**src/hdl/brm_pkg.sv**
```systemverilog
// Shared types and constants for the banked ROM mapper.
// No dependencies; used by every module of the block.
package brm_pkg;

  typedef enum logic [1:0] {
    CMD_WRITE    = 2'd0,
    CMD_TICK     = 2'd1,
    CMD_CPU_LOOK = 2'd2,
    CMD_PPU_LOOK = 2'd3
  } cmd_t;

  typedef enum logic [2:0] {
    TGT_NONE    = 3'd0,
    TGT_PRG_ROM = 3'd1,
    TGT_PRG_RAM = 3'd2,
    TGT_PAT_ROM = 3'd3,
    TGT_NT_RAM  = 3'd4
  } tgt_t;

  typedef enum logic [1:0] {
    MIR_HORZ    = 2'd0,
    MIR_VERT    = 2'd1,
    MIR_SINGLE0 = 2'd2,
    MIR_SINGLE1 = 2'd3
  } mir_t;

  localparam int ADDR_W  = 16;
  localparam int DATA_W  = 8;
  localparam int MADDR_W = 21;
  localparam int BANK_W  = 8;

  localparam logic [BANK_W-1:0] PRG_FIXED_BANK = 8'hFF;
  localparam logic [BANK_W-1:0] PRG0_RST       = 8'h00;
  localparam logic [BANK_W-1:0] PRG1_RST       = 8'h01;
  localparam logic [BANK_W-1:0] PRG2_RST       = 8'hFE;

  // Bank and mirroring state seen by the address translator
  typedef struct packed {
    logic [2:0][BANK_W-1:0] prog_bank;
    logic [7:0][BANK_W-1:0] pat_bank;
    mir_t                   mirror;
  } map_state_t;

endpackage

```
**src/hdl/brm_regs.sv**
```systemverilog
// Mapper register file and IRQ down-counter; updated once per request.
// Depends on brm_pkg.
module brm_regs (
  input  logic                      clk,
  input  logic                      rst_n,
  input  logic                      fire,
  input  brm_pkg::cmd_t             cmd,
  input  logic [brm_pkg::ADDR_W-1:0] addr,
  input  logic [brm_pkg::DATA_W-1:0] wdata,
  output brm_pkg::map_state_t       map_state,
  output logic                      irq_line_nxt,
  output logic                      sram_off_nxt
);

  localparam logic [2:0] GRP_PRG01 = 3'd0;
  localparam logic [2:0] GRP_PRG2  = 3'd1;
  localparam logic [2:0] GRP_PAT01 = 3'd2;
  localparam logic [2:0] GRP_PAT23 = 3'd3;
  localparam logic [2:0] GRP_PAT45 = 3'd4;
  localparam logic [2:0] GRP_PAT67 = 3'd5;
  localparam logic [2:0] GRP_RELOAD = 3'd6;
  localparam logic [2:0] GRP_CTRL  = 3'd7;

  localparam logic [1:0] CTRL_RELOAD = 2'd0;
  localparam logic [1:0] CTRL_MODE   = 2'd1;
  localparam logic [1:0] CTRL_MIRROR = 2'd2;
  localparam logic [1:0] SEL_SRAM    = 2'd2;

  logic [2:0][7:0] prog_bank_r, prog_bank_nxt;
  logic [7:0][7:0] pat_bank_r, pat_bank_nxt;
  logic [15:0]     irq_count_r, irq_count_nxt;
  logic [15:0]     irq_reload_r, irq_reload_nxt;
  logic [3:0]      irq_mode_r, irq_mode_nxt;
  brm_pkg::mir_t   mirror_r, mirror_nxt;
  logic            sram_off_r;
  logic            irq_line_r;

  logic [2:0]  grp;
  logic [1:0]  sel;
  logic [3:0]  nib;
  logic [2:0]  pat_idx;
  logic        wr;
  logic        tick;
  logic [15:0] cnt_mask;

  function automatic logic [7:0] set_nib(input logic [7:0] r, input logic hi,
                                         input logic [3:0] v);
    set_nib = hi ? {v, r[3:0]} : {r[7:4], v};
  endfunction

  assign grp     = addr[14:12];
  assign sel     = addr[1:0];
  assign nib     = wdata[3:0];
  assign pat_idx = {grp[1:0] - 2'd2, sel[1]};
  assign wr      = fire && (cmd == brm_pkg::CMD_WRITE) && addr[15];
  assign tick    = fire && (cmd == brm_pkg::CMD_TICK) && irq_mode_r[0];

  // narrowest selected counter width wins
  always_comb begin
    if (irq_mode_r[3]) begin
      cnt_mask = 16'h000F;
    end else if (irq_mode_r[2]) begin
      cnt_mask = 16'h00FF;
    end else if (irq_mode_r[1]) begin
      cnt_mask = 16'h0FFF;
    end else begin
      cnt_mask = 16'hFFFF;
    end
  end

  always_comb begin
    prog_bank_nxt  = prog_bank_r;
    pat_bank_nxt   = pat_bank_r;
    irq_count_nxt  = irq_count_r;
    irq_reload_nxt = irq_reload_r;
    irq_mode_nxt   = irq_mode_r;
    mirror_nxt     = mirror_r;
    sram_off_nxt   = sram_off_r;
    irq_line_nxt   = irq_line_r;
    if (wr) begin
      case (grp)
        GRP_PRG01: begin
          prog_bank_nxt[{1'b0, sel[1]}] = set_nib(prog_bank_r[{1'b0, sel[1]}], sel[0], nib);
        end
        GRP_PRG2: begin
          if (!sel[1]) begin
            prog_bank_nxt[2] = set_nib(prog_bank_r[2], sel[0], nib);
          end else if (sel == SEL_SRAM) begin
            sram_off_nxt = wdata[0];
          end
        end
        GRP_PAT01, GRP_PAT23, GRP_PAT45, GRP_PAT67: begin
          pat_bank_nxt[pat_idx] = set_nib(pat_bank_r[pat_idx], sel[0], nib);
        end
        GRP_RELOAD: begin
          irq_reload_nxt[sel*4 +: 4] = nib;
        end
        GRP_CTRL: begin
          case (sel)
            CTRL_RELOAD: begin
              irq_count_nxt = irq_reload_r;
              irq_line_nxt  = 1'b0;
            end
            CTRL_MODE: begin
              irq_mode_nxt = nib;
              irq_line_nxt = 1'b0;
            end
            CTRL_MIRROR: begin
              mirror_nxt = brm_pkg::mir_t'(wdata[1:0]);
            end
            default: begin
            end
          endcase
        end
        default: begin
        end
      endcase
    end else if (tick) begin
      // test before the decrement
      if ((irq_count_r & cnt_mask) == 16'd0) begin
        irq_line_nxt = 1'b1;
      end
      irq_count_nxt = irq_count_r - 16'd1;
    end
  end

  always_ff @(posedge clk) begin
    if (!rst_n) begin
      prog_bank_r  <= {brm_pkg::PRG2_RST, brm_pkg::PRG1_RST, brm_pkg::PRG0_RST};
      for (int i = 0; i < 8; i++) begin
        pat_bank_r[i] <= 8'(i);
      end
      irq_count_r  <= '0;
      irq_reload_r <= '0;
      irq_mode_r   <= '0;
      mirror_r     <= brm_pkg::MIR_HORZ;
      sram_off_r   <= 1'b1;
      irq_line_r   <= 1'b0;
    end else begin
      prog_bank_r  <= prog_bank_nxt;
      pat_bank_r   <= pat_bank_nxt;
      irq_count_r  <= irq_count_nxt;
      irq_reload_r <= irq_reload_nxt;
      irq_mode_r   <= irq_mode_nxt;
      mirror_r     <= mirror_nxt;
      sram_off_r   <= sram_off_nxt;
      irq_line_r   <= irq_line_nxt;
    end
  end

  assign map_state.prog_bank = prog_bank_r;
  assign map_state.pat_bank  = pat_bank_r;
  assign map_state.mirror    = mirror_r;

endmodule

```
**src/hdl/brm_xlat.sv**
```systemverilog
// CPU and PPU address translation from the current bank state.
// Combinational; depends on brm_pkg.
module brm_xlat (
  input  brm_pkg::cmd_t               cmd,
  input  logic [brm_pkg::ADDR_W-1:0]  addr,
  input  brm_pkg::map_state_t         map_state,
  output logic [brm_pkg::MADDR_W-1:0] maddr,
  output brm_pkg::tgt_t               tgt
);

  logic [7:0] prg_bank;
  logic [7:0] pat_bank;
  logic       page;

  always_comb begin
    prg_bank = (addr[14:13] == 2'b11) ? brm_pkg::PRG_FIXED_BANK
                                      : map_state.prog_bank[addr[14:13]];
    pat_bank = map_state.pat_bank[addr[12:10]];
    case (map_state.mirror)
      brm_pkg::MIR_HORZ:    page = addr[11];
      brm_pkg::MIR_VERT:    page = addr[10];
      brm_pkg::MIR_SINGLE0: page = 1'b0;
      brm_pkg::MIR_SINGLE1: page = 1'b1;
      default:              page = 1'b0;
    endcase
  end

  always_comb begin
    maddr = '0;
    tgt   = brm_pkg::TGT_NONE;
    case (cmd)
      brm_pkg::CMD_CPU_LOOK: begin
        if (addr[15]) begin
          maddr = {prg_bank, addr[12:0]};
          tgt   = brm_pkg::TGT_PRG_ROM;
        end else if (addr[14:13] == 2'b11) begin
          maddr = {8'd0, addr[12:0]};
          tgt   = brm_pkg::TGT_PRG_RAM;
        end
      end
      brm_pkg::CMD_PPU_LOOK: begin
        if (!addr[13]) begin
          maddr = {3'd0, pat_bank, addr[9:0]};
          tgt   = brm_pkg::TGT_PAT_ROM;
        end else begin
          // palette range maps like the nametables
          maddr = {10'd0, page, addr[9:0]};
          tgt   = brm_pkg::TGT_NT_RAM;
        end
      end
      default: begin
      end
    endcase
  end

endmodule

```
**src/hdl/banked_rom_mapper_with_irq_counter.sv**
```systemverilog
// Top level of the banked ROM mapper with IRQ counter.
// Depends on brm_pkg, brm_regs and brm_xlat.
//
//   channel  | ports                                       | direction
//   ---------+---------------------------------------------+----------
//   request  | in_valid/in_ready, in_cmd, in_addr, in_wdata | in
//   result   | out_valid/out_ready, out_mapped_addr,       | out
//            | out_target, out_irq_asserted, out_sram_disabled
//
// One request per clock sustained while the result is not stalled; a result
// passes through the input register, then the result register.
// Register updates and translation happen as a request leaves the input
// register, so requests see state strictly in order.
// rst_n (synchronous) restores the bank, IRQ and mirroring defaults.
// A stalled result holds the result register; the input register still
// takes one more request, after which in_ready drops.
module banked_rom_mapper_with_irq_counter (
  input  logic                                clk,
  input  logic                                rst_n,
  input  logic                                in_valid,
  output logic                                in_ready,
  input  logic [1:0]                          in_cmd,
  input  logic [brm_pkg::ADDR_W-1:0]          in_addr,
  input  logic [brm_pkg::DATA_W-1:0]          in_wdata,
  output logic                                out_valid,
  input  logic                                out_ready,
  output logic [brm_pkg::MADDR_W-1:0]         out_mapped_addr,
  output logic [2:0]                          out_target,
  output logic                                out_irq_asserted,
  output logic                                out_sram_disabled
);

  logic                         s1_valid_r;
  brm_pkg::cmd_t                s1_cmd_r;
  logic [brm_pkg::ADDR_W-1:0]   s1_addr_r;
  logic [brm_pkg::DATA_W-1:0]   s1_wdata_r;

  logic                         out_valid_r;
  logic [brm_pkg::MADDR_W-1:0]  out_maddr_r;
  brm_pkg::tgt_t                out_tgt_r;
  logic                         out_irq_r;
  logic                         out_sram_r;

  logic                         fire;
  logic                         in_fire;
  brm_pkg::map_state_t          map_state;
  logic                         irq_line_nxt;
  logic                         sram_off_nxt;
  logic [brm_pkg::MADDR_W-1:0]  maddr;
  brm_pkg::tgt_t                tgt;

  assign fire     = s1_valid_r && (!out_valid_r || out_ready);
  assign in_ready = !s1_valid_r || fire;
  assign in_fire  = in_valid && in_ready;

  brm_regs u_regs (
    .clk          (clk),
    .rst_n        (rst_n),
    .fire         (fire),
    .cmd          (s1_cmd_r),
    .addr         (s1_addr_r),
    .wdata        (s1_wdata_r),
    .map_state    (map_state),
    .irq_line_nxt (irq_line_nxt),
    .sram_off_nxt (sram_off_nxt)
  );

  brm_xlat u_xlat (
    .cmd       (s1_cmd_r),
    .addr      (s1_addr_r),
    .map_state (map_state),
    .maddr     (maddr),
    .tgt       (tgt)
  );

  always_ff @(posedge clk) begin
    if (!rst_n) begin
      s1_valid_r  <= 1'b0;
      out_valid_r <= 1'b0;
    end else begin
      if (in_ready) begin
        s1_valid_r <= in_valid;
      end
      if (fire) begin
        out_valid_r <= 1'b1;
      end else if (out_ready) begin
        out_valid_r <= 1'b0;
      end
    end
  end

  always_ff @(posedge clk) begin
    if (in_fire) begin
      s1_cmd_r   <= brm_pkg::cmd_t'(in_cmd);
      s1_addr_r  <= in_addr;
      s1_wdata_r <= in_wdata;
    end
    if (fire) begin
      out_maddr_r <= maddr;
      out_tgt_r   <= tgt;
      out_irq_r   <= irq_line_nxt;
      out_sram_r  <= sram_off_nxt;
    end
  end

  assign out_valid         = out_valid_r;
  assign out_mapped_addr   = out_maddr_r;
  assign out_target        = out_tgt_r;
  assign out_irq_asserted  = out_irq_r;
  assign out_sram_disabled = out_sram_r;

endmodule

```
**config.mk**
```make
export PLATFORM = sky130hd
export DESIGN_NAME = banked_rom_mapper_with_irq_counter
export DESIGN_NICKNAME = d
export VERILOG_FILES = /design/src/hdl/brm_pkg.sv /design/src/hdl/brm_regs.sv /design/src/hdl/brm_xlat.sv /design/src/hdl/banked_rom_mapper_with_irq_counter.sv
export SDC_FILE = /design/constraint.sdc
export NUM_CORES = 1
export LEC_CHECK = 0
export CELL_PAD_IN_SITES_DETAIL_PLACEMENT = 0
export CELL_PAD_IN_SITES_GLOBAL_PLACEMENT = 1
export CORE_MARGIN = 2
export CORE_UTILIZATION = 49
export DETAILED_ROUTE_END_ITERATION = 10
export DONT_BUFFER_PORTS = 1
export PLACE_DENSITY = 0.78
export SLEW_MARGIN = 20
export SYNTH_ARGS = -nofsm -noshare
export SYNTH_HDL_FRONTEND = slang
export SYNTH_SLANG_ARGS = --single-unit
```
**constraint.sdc**
```tcl
create_clock -name clk -period 2.73 [get_ports clk]
set_input_delay 0.6825 -clock clk [delete_from_list [all_inputs] [get_ports clk]]
set_output_delay 0.6825 -clock clk [all_outputs]
set_load 0.01 [all_outputs]
```
* Word-level counts from Yosys, hierarchy flattened
Index checks and enable logic that the tools add are counted.
** Operators by class
- Add/subtract/negate cells :: 3
- $mul :: 0
- Div/mod/pow operators :: 0
- $lt $le $gt $ge :: 6
- Eq/ne operators :: 21
- Shift-type cells :: 2
- Muxes and demuxes :: 48
- Bitwise gates (word level) :: 1
- Reductions and logical operators :: 30
** Operators by type and width (number)
- $mux 16 :: 7
- $mux 8 :: 12
- $bwmux 64 :: 1
- $bmux 8 s3 :: 2
- $pmux 21 s2 :: 1
- $neg 4->34 :: 1
- $shift 4x34->16 const A :: 1
- $shiftx 4x34->16 :: 1
- $bwmux 24 :: 1
- $demux 8 s3 :: 1
- $mux 21 :: 1
- $mux 18 :: 1
- $and 16x16->16 :: 1
- $bmux 8 s2 :: 1
- $bwmux 16 :: 1
- $logic_not 16->1 :: 1
- $pmux 8 s2 :: 1
- $sub 16x1->16 const B :: 1
- $mux 13 :: 1
- $eq 2x2->1 const B :: 6
- $eq 3x3->1 const B :: 4
- $mux 1 :: 11
- $ne 2x2->1 const B :: 5
- $reduce_and 3->1 :: 3
- other kinds (24) :: 45
** Storage, ports and cells
- Bits in registers :: 178
- Bits in latches :: 0
- Bits in writable memories :: 0
- Bits in read-only memories :: 0
- Input bits :: 30
- Output and inout bits :: 28
- Memories kept :: 0

* Longest topological paths before layout
- Word-level depth :: 8
- Depth in mapped cells :: 10
- Mapped depth without buffers :: 7

* Hierarchy
Synthesis repeated with hierarchy kept, for this count alone.
** Unflattened totals
- Cell total of the unflattened synthesis :: 907
- Area total of the unflattened synthesis :: 8733.4 µm²
** By module, submodules not included
- brm_regs :: times used 1, cells an instance 728, area an instance 6140.9 µm²
- banked_rom_mapper_with_irq_counter :: times used 1, cells an instance 61, area an instance 1665.3 µm²
- brm_xlat :: times used 1, cells an instance 118, area an instance 927.1 µm²

* Worst setup path after synthesis
No wires, ideal clock.
- Kind :: register to register
- From :: register s1_addr_r[1] (netlist bit)
- To :: register u_regs.irq_count_r[0]
- Setup time :: 0.115 ns
- Arrival time :: 2.379 ns
- Data required time :: 2.615 ns
- Slack :: 0.236 ns
- Cell stages (with the launch flop) :: 11
- Buffers on the path :: 4
- Period minus slack after synthesis :: 2.494 ns
- Path through :: edfxtp_1 > buf_2 > buf_2 > buf_2 > inv_1 > ha_1 > and4_1 > a21oi_1 > buf_2 > nor2_1 > o21a_1
** On the way
- Longest elaborated chain between the ends :: 3
** RTL lines
- start, declared :: line banked_rom_mapper_with_irq_counter.sv:35 : logic [brm_pkg::ADDR_W-1:0] s1_addr_r;
- start signal, assigned :: line banked_rom_mapper_with_irq_counter.sv:95 : s1_addr_r <= in_addr;
- $logic_not 2->1 :: line brm_regs.sv:99 : case (sel)
- $ne 2x2->1 (no source line)
- $reduce_and 3->1 (no source line)
- end signal, assigned :: line brm_regs.sv:142 : irq_count_r <= irq_count_nxt;
- end, declared :: line brm_regs.sv:31 : logic [15:0] irq_count_r, irq_count_nxt;
Every way passes these cells.
A chain may end at the register's enable or synchronous reset.

* Worst setup path after layout
- From :: register s1_addr_r[1] (netlist bit)
- To :: register u_regs.irq_count_r[10]
Same word-level chain as after synthesis.

==> impl_metrics.py <==
metrics = {
    "run_status": {
        "outcome": "complete, no violations",
    },
    "timing": {
        "finalWorstPathRequiredPeriod_ns": 2.37,
        "setup_skew_ns": 0.0113,
        "finalMaxSlewViolations": 0,
        "max_slew_margin": 0.479,
        "layout_worst_path_cycle_share": 0.870,
        "setup-violations-final": 0,
        "final_hold_viol_count": 0,
        "finalSetupTns_ns": 0,
        "timing_worst_slew_pin_value_ns": 0.782,
        "maxClockFrequency_mhz": 421,
        "rsz0062_at_grt": "no",
    },
    "place": {
        "number_of_input_and_output_port_buffers_inserted": 0,
        "globalplace.congestion": 0.872,
        "dp_hpwl_um": 14700,
        "postPlaceCellArea_um2": 8620,
        "place.detailed.instances": 1022,
    },
    "drt": {
        "detailroute.via_count": 6642,
        "drt_pre_antenna_iters": 5,
        "drt_wl_total_um": 22300,
        "route.detailed.vias_per_inst": 6.30,
        "initialDrtViolationCount": 665,
        "detail-route-antenna-nets": 0,
        "wl_per_cell_um": 21.2,
        "drt_drc_violations_left": 0,
    },
    "synth": {
        "synth_nets": 877,
        "yosys_warnings": 0,
        "synth-seq-cells": 178,
        "yosysSeqAreaShare": 0.483,
        "post_synth_and_or_nand_nor_area_fraction": 0.185,
        "async_set_reset_flop_share_out_of_synthesis": 0,
        "synth-adder-area-share": 0.0134,
        "synth_compound_gate_area_share": 0.139,
        "multiplexer_share_of_the_synthesized_area": 0.141,
        "post_synth_instance_area_um2": 8380,
        "post_synth_num_cell_types": 69,
        "ys.flop_type": "sky130_fd_sc_hd__dfxtp_1",
        "synth_top_family_by_area": "simple AND/OR/NAND/NOR gates",
        "post_syn_area_per_cell_um2": 10.0,
        "synth_xor_xnor_area_share": 0.00105,
        "synthesis.instances": 838,
        "synth-edff-count": 48,
    },
    "pwr": {
        "reported_leakage_power_uw": 0.00336,
        "ir_worst_vdd_v": 0.000446,
        "power-per-cell-area_nw_per_um2": 615,
    },
    "global_route": {
        "grt_first_pass_wirelength_um": 34600,
        "grt_remaining_overflow": 0,
        "grt.busiest_layer": "met2",
        "number_of_global_route_vias_before_repair": 6271,
        "groute.usage.overall": 0.250,
        "grt_start_max_net_pins": 132,
        "antenna_found_initial": 2,
        "grt.met1_usage": 0.340,
        "global_route.usage.met3": 0.0623,
        "met2_global_route_usage": 0.396,
    },
    "floorplanning": {
        "initial_utilization": 0.503,
        "core_um2": 16600,
        "row_count": 47,
        "die_w_um": 135,
        "fp.dieArea_um2": 18200,
        "floorplan.die.height_um": 135,
        "io_pins": 58,
    },
    "critical_path": {
        "timing_worst_setup_path_type": "reg -> reg",
        "critPathCaptureType": "register",
        "critical_path.most_common_cell": "sky130_fd_sc_hd__nand2_1",
        "timing.critical_path.fanout_max": 7,
        "highest_cell_delay_on_the_worst_timing_path_ns": 0.44,
        "crit_arrival_ns": 2.72,
        "timing.rr.end": "u_regs.irq_count_r[10]",
        "crit_path_start": "s1_addr_r[1]",
        "rr_startpoint": "s1_addr_r[1]",
        "reg2reg_slack_ns": 0.36,
        "crit_path_start_kind": "register",
        "timing.critical_path.to": "u_regs.irq_count_r[10]",
        "crit_path_top_delay_cell": "sky130_fd_sc_hd__edfxtp_1",
        "worstPathCellList": "inv_1 > ha_1 > and4_1 > nand4_1 > nand2_1 > nand2_1 > o21ai_0",
        "ff2ff_path_depth": 7,
        "timing.critical_path.required_ns": 3.08,
    },
    "clock_tree": {
        "cts_tree": "built",
        "cts_setup_buffers": 0,
        "post_cts_resized": 0,
        "clk_latency_ns": 0.43,
        "cts.htree.levels": 4,
        "cts_max_path_buffers": 2,
        "numClockSinks": 178,
        "clk_root_buffer_cell": "sky130_fd_sc_hd__clkbuf_16",
        "cts_made_buffers": 17,
        "clk_pin_slew_ns": 0.07,
        "post_cts_hold_buffer_count": 0,
    },
    "layout": {
        "mostFrequentLayoutCell": "sky130_fd_sc_hd__dfxtp_1",
        "fin_area_um2": 9230,
        "area_delta_synth_final_pct": 10.1,
        "fillers": 1431,
        "nNetsFinal": 860,
        "drive_gt1_frac": 0.144,
        "antenna_cells": 0,
        "most-common-layout-cells": "sky130_fd_sc_hd__dfxtp_1, sky130_fd_sc_hd__nand3_1, sky130_fd_sc_hd__o21ai_0, sky130_fd_sc_hd__nand2_1, sky130_fd_sc_hd__edfxtp_1",
        "post_layout_nonfiller_instances": 1054,
    },
    "worst_hold_path": {
        "worst_hold_startpoint": "in_addr[10]",
        "hold_path_class": "in -> reg",
    },
    "run": {
        "drv.max_cap_violation_count": 0,
    },
}
-- cell usage after synthesis, types with 5 or more instances --
cell type / number / area [µm²]
sky130_fd_sc_hd__nor4_1: 5 / 31.3
sky130_fd_sc_hd__a22oi_1: 6 / 45.0
sky130_fd_sc_hd__and2_1: 17 / 106
sky130_fd_sc_hd__nand4_1: 15 / 93.8
sky130_fd_sc_hd__ha_1: 9 / 113
sky130_fd_sc_hd__inv_1: 6 / 22.5
sky130_fd_sc_hd__a21oi_1: 33 / 165
sky130_fd_sc_hd__mux2i_1: 43 / 430
sky130_fd_sc_hd__nand2_1: 62 / 233
sky130_fd_sc_hd__buf_2: 22 / 110
sky130_fd_sc_hd__o221ai_1: 5 / 43.8
sky130_fd_sc_hd__nand2b_1: 10 / 62.6
sky130_fd_sc_hd__o21ai_1: 12 / 60.1
sky130_fd_sc_hd__nor2_1: 45 / 169
sky130_fd_sc_hd__a21o_1: 5 / 37.5
sky130_fd_sc_hd__o211ai_1: 14 / 105
sky130_fd_sc_hd__edfxtp_1: 48 / 1440
sky130_fd_sc_hd__nand3b_1: 5 / 37.5
sky130_fd_sc_hd__or2_2: 5 / 31.3
sky130_fd_sc_hd__dfxtp_1: 130 / 2600
sky130_fd_sc_hd__buf_1: 5 / 18.8
sky130_fd_sc_hd__nor3_1: 7 / 35.0
sky130_fd_sc_hd__mux4_2: 22 / 495
sky130_fd_sc_hd__nor2b_1: 8 / 50.1
sky130_fd_sc_hd__nand3_1: 93 / 465
sky130_fd_sc_hd__o21ai_0: 75 / 375
sky130_fd_sc_hd__clkbuf_1: 38 / 143
sky130_fd_sc_hd__mux2_2: 22 / 248
-- area by class of cell --
cell class,count,area (µm²),share of cell area
inverter,7,26.3,0.00285
clock buffer,19,433,0.0469
clock inverter,13,171,0.0186
sequential,178,4040,0.438
tap,220,275,0.0298
multi-input combinational,586,4020,0.436
timing repair buffer,31,258,0.0279
-- stage by stage --
step	util	total power, µW	hold WS [ns]	setup slack [ns]
2_1_floorplan	-	3080	0.432	0.236
3_3_place_gp	0.518	3160	0.448	0.416
3_5_place_dp	0.518	3170	0.458	0.364
4_1_cts	0.554	5700	0.327	0.395
5_1_grt	0.554	5830	0.318	0.192
6_report	0.554	5670	0.342	0.356
-- cell families after synthesis --
logic type	Yosys count
AO/OA/AOI/OAI	189
XOR/XNOR	1
adder cells (fa/ha/maj)	9
buffers and inverters	74
flip-flops	178
multiplexers	88
AND/OR/NAND/NOR	299
-- worst max-delay path, delay by kind of cell (launching register included) --
kind	cells	cell delay, ns
AOI/OAI and AO/OA	1	0.22
adders and majority gates	1	0.29
buffers and inverters	1	0.19
DFF	1	0.44
and+or+nand+nor	4	1.16
-- registers in the layout (all words and copies together), names as in the netlist, 2 cells and up --
register             count
u_regs.map_state        88
out_target               3
out_mapped_addr         21
s1_addr_r               16
s1_cmd_r                 2
u_regs.irq_reload_r     16
u_regs.irq_mode_r        4
u_regs.irq_count_r      16
s1_wdata_r               4
u_regs.mirror_r          2
-- power breakdown --
group | leakage, µW | internal, µW | total [µW] | switching, µW
sequential | 0.00151 | 2760 | 2820 | 61.6
clock | 0.000290 | 1460 | 2560 | 1100
combinational | 0.00156 | 110 | 297 | 186
-- routing by layer --
layer,vias to the layer above,share of wire
li1,3074,-
met1,3248,0.44
met2,279,0.47
met3,39,0.076
met4,2,0.017
met5,-,0.00058
-- worst min-delay path by stage --
stage	slack (ns)	depth (start not counted)	to
finish	0.34	0	s1_addr_r[10]
global route	0.32	0	s1_addr_r[10]
CTS	0.33	0	s1_addr_r[0]
detailed placement	0.46	2	u_regs.map_state[84]
global placement	0.45	2	u_regs.map_state[82]
floorplan	0.43	2	u_regs.map_state[82]
(Power assumes the default switching activity.)
